--- config.mk ---
export PLATFORM = sky130hd
export DESIGN_NAME = ulz_seq
export DESIGN_NICKNAME = d
export VERILOG_FILES = /design/src/hdl/ulz_pkg.sv /design/src/hdl/ulz_seq.sv
export SDC_FILE = /design/constraint.sdc
export NUM_CORES = 1
export LEC_CHECK = 0
export ABC_CLOCK_PERIOD_IN_PS = 4650
export BUFFER_PORTS_ARGS = -buffer_cell sky130_fd_sc_hd__buf_4
export CORE_MARGIN = 2
export CORE_UTILIZATION = 50
export CTS_BUF_LIST = sky130_fd_sc_hd__clkbuf_2
export CTS_CLUSTER_DIAMETER = 100
export CTS_CLUSTER_SIZE = 25
export DETAILED_ROUTE_END_ITERATION = 10
export PLACE_DENSITY = 0.77
export SYNTH_ARGS = -nofsm -noshare
export SYNTH_HDL_FRONTEND = slang
export SYNTH_SLANG_ARGS = --single-unit
--- constraint.sdc ---
create_clock -name clk -period 4.65 [get_ports clk]
set_input_delay 0.6975 -clock clk [delete_from_list [all_inputs] [get_ports clk]]
set_output_delay 0.6975 -clock clk [all_outputs]
set_load 0.005 [all_outputs]
--- src/hdl/ulz_pkg.sv ---
// ----------------------------------------------------------------------------
// ulz_pkg
// Shared types, constants and codes for the ULZ back-reference decoder.
// ----------------------------------------------------------------------------
`default_nettype none

package ulz_pkg;

    // History window, must be a power of two (2048 .. 32768)
    localparam int WINDOW_DEPTH = 32768;
    localparam int ADDR_W       = $clog2(WINDOW_DEPTH);

    localparam int SIZE_W    = 24;
    localparam int DBITS_W   = 4;
    localparam int CODE_W    = 16;
    localparam int LEN_W     = 6;   // up to 34 bytes per match
    localparam int MIN_MATCH = 3;

    localparam logic [DBITS_W-1:0] DBITS_MIN   = 4'd11;
    localparam logic [DBITS_W-1:0] DBITS_MAX   = 4'd15;
    localparam logic [DBITS_W-1:0] DBITS_RESET = 4'd12;

    // Register indexes
    localparam logic REG_DISTANCE_BITS = 1'b0;
    localparam logic REG_TOTAL_SIZE    = 1'b1;

    // Result error codes
    localparam logic [1:0] ERR_NONE    = 2'd0;
    localparam logic [1:0] ERR_OVERRUN = 2'd1;
    localparam logic [1:0] ERR_FAR     = 2'd2;

    typedef struct packed {
        logic              is_match;
        logic [7:0]        literal;
        logic [CODE_W-1:0] match_code;
    } in_t;

    typedef struct packed {
        logic [7:0] out_byte;
        logic       run_last;
        logic       stream_done;
        logic [1:0] error_code;
    } out_t;

    typedef struct packed {
        logic [DBITS_W-1:0] distance_bits;
        logic [SIZE_W-1:0]  total_size;
    } cfg_t;

    typedef enum logic {
        ALU_ADD,
        ALU_SUB
    } alu_op_t;

    typedef struct packed {
        alu_op_t           op;
        logic [SIZE_W-1:0] a;
        logic [SIZE_W-1:0] b;
    } alu_req_t;

    typedef struct packed {
        logic [SIZE_W-1:0] sum;
        logic              borrow;  // a < b on subtract
    } alu_rsp_t;

    typedef enum logic [2:0] {
        ST_IDLE,
        ST_CHECK_DONE,
        ST_CHECK_LEN,
        ST_CHECK_DIST,
        ST_READ,
        ST_EMIT,
        ST_ERROR
    } state_t;

endpackage

`default_nettype wire

--- src/hdl/ulz_seq.sv ---
// ----------------------------------------------------------------------------
// ulz_seq
// Token sequencer: checks, copy loop, byte counter and output register.
// ----------------------------------------------------------------------------
`default_nettype none

module ulz_seq (
    input  wire                        clk,
    input  wire                        rst_n,
    input  wire ulz_pkg::cfg_t         cfg,
    input  wire                        in_valid,
    output logic                       in_ready,
    input  wire ulz_pkg::in_t          in_data,
    output logic                       out_valid,
    input  wire                        out_ready,
    output ulz_pkg::out_t              out_beat,
    output ulz_pkg::alu_req_t          alu_req,
    input  wire ulz_pkg::alu_rsp_t     alu_rsp,
    output logic                       ram_we,
    output logic [ulz_pkg::ADDR_W-1:0] ram_waddr,
    output logic [7:0]                 ram_wdata,
    output logic                       ram_re,
    output logic [ulz_pkg::ADDR_W-1:0] ram_raddr,
    input  wire [7:0]                  ram_rdata
);
    import ulz_pkg::*;

    state_t             state_reg, state_next;
    in_t                tok_reg;
    logic [SIZE_W-1:0]  produced_reg;
    logic [SIZE_W-1:0]  remaining_reg;
    logic [LEN_W-1:0]   len_reg;
    logic [ADDR_W-1:0]  src_reg;
    logic [1:0]         err_reg;
    logic               out_valid_reg;
    out_t               out_reg;

    logic [DBITS_W-1:0] bits_eff;
    logic [CODE_W-1:0]  dist_mask;
    logic [CODE_W-1:0]  dist_m1;
    logic [CODE_W-1:0]  distance;
    logic [CODE_W-1:0]  len_shift;
    logic [LEN_W-1:0]   match_len;
    logic               too_far;
    logic               slot_free;
    logic               emit_fire;
    logic               err_fire;
    logic [7:0]         emit_byte;

    // Match-code split
    always_comb
    begin
        if (cfg.distance_bits < DBITS_MIN)
            bits_eff = DBITS_MIN;
        else if (cfg.distance_bits > DBITS_MAX)
            bits_eff = DBITS_MAX;
        else
            bits_eff = cfg.distance_bits;
        dist_mask = (CODE_W'(1) << bits_eff) - CODE_W'(1);
        dist_m1   = tok_reg.match_code & dist_mask;
        distance  = dist_m1 + CODE_W'(1);
        len_shift = tok_reg.match_code >> bits_eff;
        match_len = len_shift[LEN_W-1:0] + LEN_W'(MIN_MATCH);
        too_far   = 32'(distance) > WINDOW_DEPTH;
    end

    assign slot_free = !out_valid_reg || out_ready;
    assign emit_byte = tok_reg.is_match ? ram_rdata : tok_reg.literal;

    // Next state
    always_comb
    begin
        state_next = state_reg;
        case (state_reg)
            ST_IDLE:
            begin
                if (in_valid)
                    state_next = ST_CHECK_DONE;
            end
            ST_CHECK_DONE:
            begin
                if (alu_rsp.borrow || (alu_rsp.sum == '0))
                    state_next = ST_ERROR;
                else if (!tok_reg.is_match)
                    state_next = ST_EMIT;
                else
                    state_next = ST_CHECK_LEN;
            end
            ST_CHECK_LEN:
            begin
                state_next = alu_rsp.borrow ? ST_ERROR : ST_CHECK_DIST;
            end
            ST_CHECK_DIST:
            begin
                state_next = (alu_rsp.borrow || too_far) ? ST_ERROR : ST_READ;
            end
            ST_READ:
            begin
                state_next = ST_EMIT;
            end
            ST_EMIT:
            begin
                if (slot_free)
                    state_next = (len_reg == LEN_W'(1)) ? ST_IDLE : ST_READ;
            end
            ST_ERROR:
            begin
                if (slot_free)
                    state_next = ST_IDLE;
            end
            default:
            begin
                state_next = ST_IDLE;
            end
        endcase
    end

    // Outputs of each step
    always_comb
    begin
        in_ready  = 1'b0;
        ram_re    = 1'b0;
        emit_fire = 1'b0;
        err_fire  = 1'b0;
        alu_req   = '{op: ALU_ADD, a: '0, b: '0};
        case (state_reg)
            ST_IDLE:
            begin
                in_ready = 1'b1;
            end
            ST_CHECK_DONE:
            begin
                alu_req = '{op: ALU_SUB, a: cfg.total_size, b: produced_reg};
            end
            ST_CHECK_LEN:
            begin
                alu_req = '{op: ALU_SUB, a: remaining_reg, b: SIZE_W'(match_len)};
            end
            ST_CHECK_DIST:
            begin
                alu_req = '{op: ALU_SUB, a: produced_reg, b: SIZE_W'(distance)};
            end
            ST_READ:
            begin
                ram_re = 1'b1;
            end
            ST_EMIT:
            begin
                alu_req   = '{op: ALU_ADD, a: produced_reg, b: SIZE_W'(1)};
                emit_fire = slot_free;
            end
            ST_ERROR:
            begin
                err_fire = slot_free;
            end
            default:
            begin
                in_ready = 1'b0;
            end
        endcase
    end

    assign ram_we    = emit_fire;
    assign ram_waddr = produced_reg[ADDR_W-1:0];
    assign ram_wdata = emit_byte;
    assign ram_raddr = src_reg;

    // Control state
    always_ff @(posedge clk or negedge rst_n)
    begin
        if (!rst_n)
        begin
            state_reg     <= ST_IDLE;
            produced_reg  <= '0;
            out_valid_reg <= 1'b0;
        end
        else
        begin
            state_reg <= state_next;
            if (emit_fire)
                produced_reg <= alu_rsp.sum;
            if (emit_fire || err_fire)
                out_valid_reg <= 1'b1;
            else if (out_ready)
                out_valid_reg <= 1'b0;
        end
    end

    // Payload and working registers
    always_ff @(posedge clk)
    begin
        case (state_reg)
            ST_IDLE:
            begin
                if (in_valid)
                    tok_reg <= in_data;
            end
            ST_CHECK_DONE:
            begin
                remaining_reg <= alu_rsp.sum;
                len_reg       <= tok_reg.is_match ? match_len : LEN_W'(1);
                err_reg       <= ERR_FAR;
            end
            ST_CHECK_LEN:
            begin
                err_reg <= ERR_OVERRUN;
            end
            ST_CHECK_DIST:
            begin
                src_reg <= alu_rsp.sum[ADDR_W-1:0];
                err_reg <= ERR_FAR;
            end
            ST_READ:
            begin
                src_reg <= src_reg + ADDR_W'(1);   // wraps round the window
            end
            ST_EMIT:
            begin
                if (emit_fire)
                begin
                    len_reg <= len_reg - LEN_W'(1);
                    out_reg <= '{out_byte:    emit_byte,
                                 run_last:    (len_reg == LEN_W'(1)),
                                 stream_done: (alu_rsp.sum == cfg.total_size),
                                 error_code:  ERR_NONE};
                end
            end
            ST_ERROR:
            begin
                if (err_fire)
                    out_reg <= '{out_byte: 8'd0, run_last: 1'b1,
                                 stream_done: 1'b0, error_code: err_reg};
            end
            default:
            begin
                len_reg <= len_reg;
            end
        endcase
    end

    assign out_valid = out_valid_reg;
    assign out_beat  = out_reg;

endmodule

`default_nettype wire

==> flow_metrics.env <==
export IMPL_grt_pass1_vias=5594
export IMPL_synth_common_cells="edfxtp_1 (84), nand2_1 (47), nor2_1 (47), mux2_2 (39), o21ai_0 (39)"
export IMPL_synth_distinct_cells=67
export IMPL_ys_flop_type="edfxtp_1"
export IMPL_max_freq_mhz=248
export IMPL_track_usage_pct=26.1
export IMPL_grt_pass1_wl_mm=29.4
export IMPL_yosysTopAreaCellShare_pct=37.1
export IMPL_die_h_um=121
export IMPL_synth_xor_area_share_pct=7.21
export IMPL_grt_start_max_net_pins=48
export IMPL_worst_setup_path_start_kind="flop"
export IMPL_met2_length_mm=9.02
export IMPL_ios=193
export IMPL_synth_edf_count=84
export IMPL_cts_tree="yes"
export IMPL_antenna_found_initial=1
export IMPL_critical_path_endpoint_type="output port"
export IMPL_coreArea_um2=13200
export IMPL_synth_top_family_by_area="simple AND/OR/NAND/NOR gates"
export IMPL_grt_ovfl_total=0
export IMPL_syn_area_per_cell_um2=10.7
export IMPL_cts_root_buffer="clkbuf_2"
export IMPL_die_x_um=121
export IMPL_fin_util_pct=63.0
export IMPL_fin_crit_sh_pct=86.9
export IMPL_drive_gt1_share_pct=34.5
export IMPL_hp_class="input pin to flop"
export IMPL_top_layer="met4"
export IMPL_status="finished, final reports clean"
export IMPL_worst_pin_slew_ns=1.17
export IMPL_fin_nets=892
export IMPL_p_per_area_nw_per_um2=556
export IMPL_max_cap_viol_count=0
export IMPL_syn_area_um2=6800
export IMPL_drc_errors=0
export IMPL_synth_mux_area_share_pct=10.9
export IMPL_wl_met1_mm=8.12
export IMPL_drt_iter0_markers=461
export IMPL_numCtsBuffers=9
export IMPL_criticalPathCategory="flop to output port"
export IMPL_setup_viol=0
export IMPL_leakage_uw=0.00325
export IMPL_dpl_hpwl_mm=14.0
export IMPL_synth_adder_area_share_pct=1.10
export IMPL_postCtsResizedCells=0
export IMPL_ant_nets=0
export IMPL_drv_slew=0
export IMPL_vias_per_cell=5.77
export IMPL_syn_inst=633
export IMPL_wirelength_mm=18.9
export IMPL_io_buffers=192
export IMPL_period_minus_slack_ns=4.04
export IMPL_synth_most_common_cell="edfxtp_1"
export IMPL_yosys_area_share_simple_pct=15.3
export IMPL_clock_latency_ns=0.66
export IMPL_ys_warn_count=0
export IMPL_largest_reg_flops=25
export IMPL_ys_ff_latch=112
export IMPL_finalSetupTns_ns=0
export IMPL_crit_arrival_ns=3.34
export IMPL_via_count=5645
export IMPL_worstPathRequired_ns=3.95
export IMPL_hold_viol=0
export IMPL_area_growth_pct=22.7
export IMPL_clock_sinks=112
export IMPL_die_area_um2=14500
export IMPL_clkTransAtPathRegs_ns=0.33
export IMPL_clock_skew_ns=0.0379
export IMPL_dr_wl_met3_mm=1.36
export IMPL_wl_per_cell_um=19.3
export IMPL_async_flop_share_pct=25.0
export IMPL_initial_utilization_pct=51.3
export IMPL_yosysTopAreaCell="edfxtp_1"
export IMPL_place_congestion=0.928
export IMPL_clockBufferDepth=2
export IMPL_path_max_fanout=21
export IMPL_ys_seq_area_share_pct=47.4
export IMPL_netlist_top_cells_area="edfxtp_1 (37%), dfrtp_1 (10%), mux2_2 (6.5%), xnor2_1 (4.5%), mux2_1 (3.1%)"
export IMPL_relSlewSlack_pct=21.8
export IMPL_grt_setup_unrepaired="false"
export IMPL_htreeDepth=3
export IMPL_synth_compound_area_share_pct=13.0
export IMPL_rows=42
export IMPL_ir_drop_mv=0.293
export IMPL_dr_pass1_iters=5
## report_power, final
group | internal (µW) | switching, µW | leakage (µW)
registers | 1520 | 406 | 0.00111
clock network | 72.2 | 345 | 0.0000619
logic | 1160 | 1140 | 0.00208
total | 2750 | 1890 | 0.00325
## layout make-up
class	instances	area, µm²
diodes	1	2.50
inverters	10	37.5
clock inverters	7	43.8
well taps	176	220
repair buffers	203	1530
flip-flops and latches	112	3220
multi-input cells	460	3240
clock buffers	9	45.0
fillers	1123	4900
## through the flow
stage | setup WS, ns | hold WS, ns | power, µW | cell area, µm² | instances
floorplan | 1.52 | 0.402 | 3190 | 6800 | 634
finish | 0.611 | 0.209 | 4640 | 8340 | 978
global route | 0.406 | 0.176 | 4940 | 8340 | 978
global placement | 1.26 | 0.510 | 4170 | 8240 | 960
detailed placement | 1.23 | 0.515 | 4230 | 8240 | 960
CTS | 0.590 | 0.172 | 4640 | 8340 | 977
## worst max-delay path: stages, from the launching register on
cell and delay, ns:
dfrtp_1 0.73, buf_4 0.34, nand2b_1 0.41, nor2_2 0.86
and2_1 0.25, buf_4 0.12
## metal layers
layer	vias to the layer above	GRT usage, %
li1	2652	-
met1	2714	35.0
met2	246	41.9
met3	33	5.75
met4	0	9.01
met5	-	0
## timing repair
item,CTS,global route
hold buffers,1,0
setup buffers,0,0
hold endpoints to repair,28,0
## cell usage in the layout (no fill, tap or decap), drive strengths merged, types with 6 or more instances in the layout
cell and count:
a21boi 10, xnor2 35, nor3 11, and2 11, xor2 21, a21oi 21, nand4 13, buf 202
o21ai 40, clkbuf 9, nand3 15, a22oi 26, ha 6, and3 9, nor2 48, mux2 59
edfxtp 84, inv 13, nand2 47, dfrtp 28, nor4 12, nand2b 7, a211oi 12
## cells by family (layout without fill, tap and decap cells)
logic type      count (synthesis)  in the layout
compound gates                132            132
xor+xnor                       56             56
fa+ha+maj                       6              6
buf+inv                        62            229
flops                         112            112
mux                            65             65
other cells                     1              3
simple gates                  199            199
## path summary, 6_finish.rpt
path / slack, ns / from / cells past startpoint / to
min in group asynchronous: 0.42 / rst_n / 2 / produced_reg[21]
hold reg to reg: 0.58 / produced_reg[16] / 1 / produced_reg[16]
max in group asynchronous: 3.88 / rst_n / 2 / state_reg[1]
setup reg to reg: 1.45 / state_reg[2] / 4 / out_beat[5]
setup / recovery: 0.61 / state_reg[0] / 5 / alu_req[21]
hold / removal: 0.21 / alu_rsp[19] / 1 / remaining_reg[18]
(Power assumes the default switching activity.)
