File: src/hdl/ulz_pkg.sv
// ----------------------------------------------------------------------------
// ulz_pkg
// Shared types, constants and codes for the ULZ back-reference decoder.
// ----------------------------------------------------------------------------
`default_nettype none

package ulz_pkg;

    // History window, must be a power of two (2048 .. 32768)
    localparam int WINDOW_DEPTH = 32768;
    localparam int ADDR_W       = $clog2(WINDOW_DEPTH);

    localparam int SIZE_W    = 24;
    localparam int DBITS_W   = 4;
    localparam int CODE_W    = 16;
    localparam int LEN_W     = 6;   // up to 34 bytes per match
    localparam int MIN_MATCH = 3;

    localparam logic [DBITS_W-1:0] DBITS_MIN   = 4'd11;
    localparam logic [DBITS_W-1:0] DBITS_MAX   = 4'd15;
    localparam logic [DBITS_W-1:0] DBITS_RESET = 4'd12;

    // Register indexes
    localparam logic REG_DISTANCE_BITS = 1'b0;
    localparam logic REG_TOTAL_SIZE    = 1'b1;

    // Result error codes
    localparam logic [1:0] ERR_NONE    = 2'd0;
    localparam logic [1:0] ERR_OVERRUN = 2'd1;
    localparam logic [1:0] ERR_FAR     = 2'd2;

    typedef struct packed {
        logic              is_match;
        logic [7:0]        literal;
        logic [CODE_W-1:0] match_code;
    } in_t;

    typedef struct packed {
        logic [7:0] out_byte;
        logic       run_last;
        logic       stream_done;
        logic [1:0] error_code;
    } out_t;

    typedef struct packed {
        logic [DBITS_W-1:0] distance_bits;
        logic [SIZE_W-1:0]  total_size;
    } cfg_t;

    typedef enum logic {
        ALU_ADD,
        ALU_SUB
    } alu_op_t;

    typedef struct packed {
        alu_op_t           op;
        logic [SIZE_W-1:0] a;
        logic [SIZE_W-1:0] b;
    } alu_req_t;

    typedef struct packed {
        logic [SIZE_W-1:0] sum;
        logic              borrow;  // a < b on subtract
    } alu_rsp_t;

    typedef enum logic [2:0] {
        ST_IDLE,
        ST_CHECK_DONE,
        ST_CHECK_LEN,
        ST_CHECK_DIST,
        ST_READ,
        ST_EMIT,
        ST_ERROR
    } state_t;

endpackage

`default_nettype wire

File: src/hdl/ulz_alu.sv
// ----------------------------------------------------------------------------
// ulz_alu
// Shared 24-bit add / subtract unit used by the check and emit steps.
// ----------------------------------------------------------------------------
`default_nettype none

module ulz_alu (
    input  wire ulz_pkg::alu_req_t req,
    output ulz_pkg::alu_rsp_t      rsp
);
    import ulz_pkg::*;

    logic [SIZE_W:0] wide;

    always_comb
    begin
        case (req.op)
            ALU_ADD: wide = {1'b0, req.a} + {1'b0, req.b};
            ALU_SUB: wide = {1'b0, req.a} - {1'b0, req.b};
            default: wide = '0;
        endcase
        rsp.sum    = wide[SIZE_W-1:0];
        rsp.borrow = wide[SIZE_W];
    end

endmodule

`default_nettype wire

File: config.mk
export PLATFORM = sky130hd
export DESIGN_NAME = ulz_alu
export DESIGN_NICKNAME = d
export VERILOG_FILES = /design/src/hdl/ulz_pkg.sv /design/src/hdl/ulz_alu.sv
export SDC_FILE = /design/constraint.sdc
export NUM_CORES = 1
export LEC_CHECK = 0
export ABC_AREA = 1
export ABC_CLOCK_PERIOD_IN_PS = 3900
export BUFFER_PORTS_ARGS = -buffer_cell sky130_fd_sc_hd__buf_4
export CAP_MARGIN = 40
export CELL_PAD_IN_SITES_DETAIL_PLACEMENT = 0
export CELL_PAD_IN_SITES_GLOBAL_PLACEMENT = 1
export CORE_UTILIZATION = 35
export DETAILED_ROUTE_END_ITERATION = 10
export PLACE_DENSITY = 0.9
export SLEW_MARGIN = 20
export SYNTH_ARGS = -nofsm -noshare
export SYNTH_HDL_FRONTEND = slang
export SYNTH_SLANG_ARGS = --single-unit
File: constraint.sdc
create_clock -name vclk -period 3.9
set_clock_uncertainty 0.05 [all_clocks]
set_input_delay 0.39 -clock vclk [all_inputs]
set_output_delay 0.39 -clock vclk [all_outputs]
set_load 0.01 [all_outputs]
==> flow_summary.ini, run 1 <==
[status]
status = complete, no violations

[clocking]
cts_hold_buf = 0
post_cts.repair.setup_buffers = 0
cts_resized = 0

[sta]
fin_hold_ws_ns = 1.102
slew_violations = 0
grt_setup_unrepaired = no
final-setup-viol-count = 0
finalCritPeriodShare_pct = 86.34
totalNegativeSetupSlack_ns = 0
fmax_mhz = 297.0
period_minus_slack_ns = 3.367
hold_viol_final = 0
slew_headroom_pct = 59.29
tightest_slew_ns = 0.6099

[floorplan]
io-pin-count = 74
design.core.area_sq_um = 6907
die_x_microns = 87.11
die_h_microns = 87.11
rows = 30
die-area_sq_um = 7587
start_util_pct = 36.70

[worst_setup_path]
crit_family = buffers and inverters
crit_chain = buf_4 > inv_1 > o21ai_0 > xnor2_1 > inv_1 > ha_1 > nand2_1 > nor2_1 > nand3_1 > nand2_1 > nand2_1 > nand2_1 > xor2_1 > buf_4
cp.required_ns = 3.46
critPathSlowestCell = inv_1
crit_top_cell = nand2_1
crit_arrival_ns = 2.93
critical_path_buf_inv_count = 4
endpoint_kind = output port
cp_max_fo = 23
max_stage_delay_ns = 0.46
setup.worst_path.class = primary input to output port
crit_path_start_kind = primary input

[cells_and_area]
finalNetCount = 683
clock_buffers = 0
post-route-util_pct = 46.27
layout_common_cells = 215 x nand2_1, 114 x inv_1, 74 x buf_4
final_common_cell = nand2_1
nFillCells = 822
seqCellArea_sq_um = 0
final_cells = 702
design.seq.count = 0
syn2layout_area_growth_pct = 26.06
multi_input_area_sq_um = 2092
num_antenna_cells = 0
drive_above_1_share_pct = 13.53

[synth]
seq_area_frac_synth_pct = 0
yosys_warnings = 0
synthSimpleGateAreaFrac_pct = 53.46
synth_compound_area_share_pct = 5.923
synth_adder_area_share_pct = 13.13
synth_fp_nets = 610
synthCells = 535
synth_top_family_by_area = simple AND/OR/NAND/NOR gates
avgSynthCellArea_sq_um = 4.738
ys_types = 20
synthMuxAreaShare_pct = 0
synthXorXnorAreaFrac_pct = 10.02
synth_area_sq_um = 2535

[global_routing]
grt_usage_pct = 20.65
antenna_found_initial = 0
grt_pass1_vias = 2874
grt_overflow = 0
grt_pass1_wl_microns = 12530
grt_max_degree = 24

[power_and_ir_drop]
internal_power_uw = 272.7
switching_share_pct = 57.02
power.share.combinational_pct = 100.0
power_density_nw_per_um2 = 198.5
pwr-share-seq_pct = 0
p_leak_uw = 0.002006
clockPowerShare_pct = 0
peakVddDrop_mv = 0.08212
p_switching_uw = 361.7

[placement]
place.gp.congestion = 0.9150
placedCellCount = 702
dp_hpwl_microns = 7056
portBuffers = 74

[routing]
drc = 0
wl_per_cell_microns = 11.09
ant_nets = 0
wl_microns = 7788
drtIter0Drc = 162
drt_pass1_iterations = 4
vias = 3188
detail_route.vias_per_cell = 4.541

[hold_path]
hold_class = primary input to output port

[flow_run]
cap_violations = 0
## kinds of logic after synthesis
group / count (synthesis)
adder cells (fa/ha/maj): 26
XOR/XNOR: 29
buffers and inverters: 117
AND/OR/NAND/NOR: 334
AO/OA/AOI/OAI: 29
## power groups by stage
stage	Sequential, uW	Clock [uW]	Combinational (uW)
3_5_place_dp	0	0	636
5_1_grt	0	0	713
3_3_place_gp	0	0	633
2_1_floorplan	0	0	390
4_1_cts	0	0	638
6_report	0	0	634
## cell usage after synthesis
library cell	instances	area, sq um
nand2_1	215	807.0
inv_1	114	427.9
nor2_1	61	229.0
nand3_1	34	170.2
ha_1	25	312.8
xor2_1	19	166.4
a21oi_1	13	65.06
o21ai_0	13	65.06
nand4_1	10	62.56
xnor2_1	10	87.58
nor2_2	5	31.28
and2_1	3	18.77
buf_2	3	15.01
a21o_1	2	15.01
nor3_1	2	10.01
or2_2	2	12.51
fa_1	1	20.02
nand2_2	1	6.260
nand3b_1	1	7.510
o21ai_1	1	5.000
## layout make-up
class | count | share of cell area (%)
multi-input combinational | 418 | 65.47
timing repair buffer | 74 | 17.38
inverter | 114 | 13.39
tap | 96 | 3.759
## per-layer routing
metal	wire, microns	track usage [%]
met2	3694	38.15
met5	0	0
met1	3816	27.91
met4	40	1.639
met3	237	0.1896
## worst paths after layout
check | startpoint | cells past startpoint | endpoint
worst min-delay path | req[0] | 4 | rsp[1]
worst max-delay path | req[48] | 14 | rsp[13]
## worst min-delay path, cell delays in order
cell and delay (ns):
buf_4 0.09, ha_1 0.12, inv_1 0.03, buf_4 0.13
## metrics by stage
| stage | worst slack (ns) | area [sq um] | power [uW] |
|---|---|---|---|
| floorplan | 1.194 | 2535 | 390.2 |
| global placement | 0.5790 | 3196 | 632.7 |
| detailed placement | 0.5426 | 3196 | 636.1 |
| CTS | 0.5363 | 3196 | 638.3 |
| global route | 0.2643 | 3196 | 713.1 |
| finish | 0.5326 | 3196 | 634.4 |
Power figures use the tool's default switching activity.
==> run 2: changes to the inputs <==
==> constraint.sdc (replaced) <==
create_clock -name vclk -period 3.9
set_clock_uncertainty 0.05 [all_clocks]
set_input_delay 0.195 -clock vclk [all_inputs]
set_output_delay 0.195 -clock vclk [all_outputs]
set_load 0.01 [all_outputs]
==> run 2 against run 1 <==
Effect of this change:
- largest power group unchanged
- wire length about the same
- global-route usage grew 0.14 points
- sequential share of layout area unchanged
- non-clock buffer count stayed put
==> flow_summary.ini, run 2 (same netlist as run 1, synthesis figures left out) <==
[status]
status = complete, no violations

[hold_path]
hold_depth = 4
hold_start = req[0]
hold_path_end = rsp[1]
hold_class = primary input to output port

[routing]
wl_per_cell_microns = 11.10
drtIter0Drc = 134
drc = 0
wl_microns = 7794
ant_nets = 0
detail_route.vias_per_cell = 4.568
drt_pass1_iterations = 5
vias = 3207

[worst_setup_path]
endpoint_kind = output port
crit_arrival_ns = 2.70
cp_max_fo = 5
setup.worst_path.class = primary input to output port
cp.required_ns = 3.65
crit_path_start_kind = primary input

[clocking]
cts_resized = 0
cts_hold_buf = 0
post_cts.repair.setup_buffers = 0

[sta]
hold_viol_final = 0
fmax_mhz = 339.0
final-setup-viol-count = 0
finalCritPeriodShare_pct = 75.63
tightest_slew_ns = 0.5942
slew_violations = 0
totalNegativeSetupSlack_ns = 0
layout_setup_ws_ns = 0.9503
slew_headroom_pct = 60.35
period_minus_slack_ns = 2.950
grt_setup_unrepaired = no

[placement]
portBuffers = 74
pre_cts_ws_ns = 0.9316
place.gp.congestion = 0.9152
dp_hpwl_microns = 7068
dpl_cell_area_sq_um = 3196

[cells_and_area]
nFillCells = 843
final_common_cell = nand2_1
final_area_sq_um = 3196
finalNetCount = 683
clock_buffers = 0
seqCellArea_sq_um = 0
design.seq.count = 0
num_antenna_cells = 0
drive_above_1_share_pct = 13.53
syn2layout_area_growth_pct = 26.06
layout_common_cells = 215 x nand2_1, 114 x inv_1, 74 x buf_4

[global_routing]
grt_max_degree = 24
grt_usage_pct = 20.79
grt_use_met1_pct = 27.97
grt_pass1_wl_microns = 12570
grt_overflow = 0
antenna_found_initial = 0
grt-busiest-layer = met2
grt_pass1_vias = 2862
grt_use_met3_pct = 0.09479
grt_use_met2_pct = 38.73

[flow_run]
cap_violations = 0

[power_and_ir_drop]
p_leak_uw = 0.002006
power.total_uw = 635.4
power_density_nw_per_um2 = 198.8
peakVddDrop_mv = 0.07951

[floorplan]
die_x_microns = 87.11
design.core.area_sq_um = 6907
die_h_microns = 87.11
die-area_sq_um = 7587
io-pin-count = 74
rows = 30
start_util_pct = 36.70
-- run 2: cell counts in the layout (fill, tap and decap cells not counted) --
No cell type changed its count.
-- run 2: critical path, stage by stage --
cell	delay, ns
buf_4	0.11
inv_1	0.08
ha_1	0.24
nand2_1	0.14
nor2_2	0.22
nand2_1	0.09
xnor2_1	0.12
nand2_1	0.05
o21ai_0	0.12
ha_1	0.40
nand2_1	0.11
nor2_1	0.20
and2_1	0.19
nand3b_1	0.10
nand3_1	0.09
nand2_1	0.05
nand2_1	0.08
buf_4	0.12
-- run 2: where the power goes --
group          switching, uW  internal, uW  leakage (uW)  total [uW]
clock                      0             0             0           0
combinational            363           273       0.00201         635
sequential                 0             0             0           0
-- run 2: final cells by class --
class	instances	area (sq um)	area share [%]
well taps	96	120.1	3.759
multi-input cells	418	2092	65.47
repair buffers	74	555.5	17.38
inverters	114	427.9	13.39
-- run 2: layer usage --
| metal | vias up | share of wire [%] |
|---|---|---|
| met1 | 1382 | 50 |
| met5 | - | 0 |
| met3 | 6 | 2.7 |
| met4 | 0 | 0.92 |
| li1 | 1757 | - |
| met2 | 62 | 47 |
-- run 2: worst max-delay path by stage --
stage | from | depth (start not counted) | end | slack [ns]
final | req[1] | 18 | rsp[21] | 0.95
after detailed placement | req[1] | 18 | rsp[21] | 0.93
after CTS | req[1] | 18 | rsp[21] | 0.93
after global routing | req[1] | 18 | rsp[18] | 0.63
after global placement | req[48] | 14 | rsp[17] | 0.97
after floorplan | req[1] | 16 | rsp[20] | 1.58
-- run 2: metrics by stage --
stage	hold WS, ns	instances	utilization [%]
final	0.7124	702	46.27
after global routing	0.7561	702	46.27
after CTS	0.7094	702	46.27
after detailed placement	0.7092	702	46.27
after global placement	0.7001	702	46.27
after floorplan	0.4981	535	-
==> run 3: changes to the inputs <==
Settings changed: ABC_CLOCK_PERIOD_IN_PS 3900 to 3100.
Clock period 3.9 ns to 3.1 ns, I/O delays scaled along.
==> run 3 against run 2 <==
Effect of this change:
- global-route usage hardly changed
- first-iteration DRC count is 20% higher
- utilization is 0.29 points higher
- count of clock-buffer cells in the layout stayed put
- non-clock buffer count is 2 higher
- largest cell class unchanged
- highest routed layer is now met3
==> flow_summary.ini, run 3 (same netlist as run 1, synthesis figures left out) <==
[status]
status = complete, no violations

[routing]
detail_route.vias_per_cell = 4.536
wl_met2_microns = 3723
ant_nets = 0
highest_layer = met3
wl_per_cell_microns = 10.98
drc = 0
wl_microns = 7732
drtIter0Drc = 161
drt_pass1_iterations = 4
vias = 3193
dr_wl_met3_microns = 251
wl_met1_microns = 3757

[placement]
place.gp.congestion = 0.8572
portBuffers = 74
dp_hpwl_microns = 7052
dpl_cell_area_sq_um = 3211

[worst_setup_path]
endpoint_kind = output port
cp.required_ns = 2.89
max_stage_delay_ns = 0.38
critPathSlowestCell = ha_1
crit_arrival_ns = 2.61
cp_max_fo = 5
setup.worst_path.class = primary input to output port
crit_chain = buf_4 > inv_1 > ha_1 > nand2_1 > nor2_4 > nand2_1 > xnor2_1 > nand2_1 > o21ai_0 > ha_1 > nand2_1 > nor2_1 > and2_1 > nand3b_1 > nand3_1 > nand2_1 > nand2_1 > buf_4
crit_top_cell = nand2_1
crit_path_start_kind = primary input
crit_start = req[1]

[power_and_ir_drop]
p_leak_uw = 0.002016
peakVddDrop_mv = 0.07069
power_density_nw_per_um2 = 248.4

[sta]
slew_headroom_pct = 71.25
tightest_slew_ns = 0.4267
final-setup-viol-count = 0
hold_viol_final = 0
finalCritPeriodShare_pct = 90.67
fmax_mhz = 355.8
grt_setup_unrepaired = no
period_minus_slack_ns = 2.811
totalNegativeSetupSlack_ns = 0
slew_violations = 0

[floorplan]
start_util_pct = 36.70
die_h_microns = 87.11
rows = 30
io-pin-count = 74
design.core.area_sq_um = 6907
die-area_sq_um = 7587
die_x_microns = 87.11

[cells_and_area]
drive_above_1_share_pct = 13.82
syn2layout_area_growth_pct = 26.85
layout_common_cells = 215 x nand2_1, 114 x inv_1, 76 x buf_4
seqCellArea_sq_um = 0
clock_buffers = 0
final_area_sq_um = 3216
final_common_cell = nand2_1
num_antenna_cells = 0
design.seq.count = 0
nFillCells = 828
finalNetCount = 685
multi_input_area_sq_um = 2097

[clocking]
post_cts.repair.setup_buffers = 0
cts_resized = 0
cts_hold_buf = 0

[hold_path]
hold_class = primary input to output port
hold_depth = 4
hold_path_end = rsp[1]
hold_start = req[0]

[global_routing]
grt_pass1_vias = 2821
grt_overflow = 0
grt_pass1_wl_microns = 12580
grt_usage_pct = 20.77
grt_max_degree = 14
antenna_found_initial = 0

[flow_run]
cap_violations = 0
run 3: changes by cell type in the layout (fill, tap and decap cells not counted):
cell    change
buf_4       +2
nor2_2      -1
nor2_4      +1
run 3: power breakdown:
| part | total (uW) | switching, uW | internal [uW] |
|---|---|---|---|
| sequential | 0 | 0 | 0 |
| combinational | 799 | 455 | 344 |
| clock | 0 | 0 | 0 |
run 3: cell type report:
cell class	count	share of cell area [%]
multi-input combinational	418	65.21
timing repair buffer	76	17.74
inverter	114	13.31
tap	96	3.735
run 3: per-layer routing:
layer / vias to the layer above / track usage [%]
met5: - / 0
met4: 0 / 0
met3: 0 / 0
met2: 57 / 38.80
met1: 1374 / 28.47
li1: 1762 / -
run 3: worst max path at each step:
| stage | endpoint | slack, ns | cells after the start |
|---|---|---|---|
| 6_report | rsp[21] | 0.29 | 18 |
| 5_1_grt | rsp[23] | 0.003 | 19 |
| 4_1_cts | rsp[17] | 0.24 | 17 |
| 3_5_place_dp | rsp[17] | 0.24 | 17 |
| 3_3_place_gp | rsp[18] | 0.28 | 18 |
| 2_1_floorplan | rsp[20] | 0.86 | 16 |
run 3: worst max-delay path, delay by kind of cell:
family,cells,cell delay (ns)
and+or+nand+nor,11,1.32
adders and majority gates,2,0.62
buffers and inverters,3,0.29
xor gates and xnor gates,1,0.12
AOI/OAI and AO/OA,1,0.10
run 3: through the flow:
stage / total power (uW) / worst slack (ns) / util (%) / std cells / hold WS (ns)
after floorplan: 490.9 / 0.8644 / - / 535 / 0.4181
final: 798.8 / 0.2892 / 46.56 / 704 / 0.6193
after CTS: 803.1 / 0.2356 / 46.49 / 704 / 0.6225
after detailed placement: 800.8 / 0.2416 / 46.49 / 704 / 0.6222
after global placement: 797.8 / 0.2804 / 46.49 / 704 / 0.6201
after global routing: 894.2 / 0.003247 / 46.56 / 704 / 0.6354
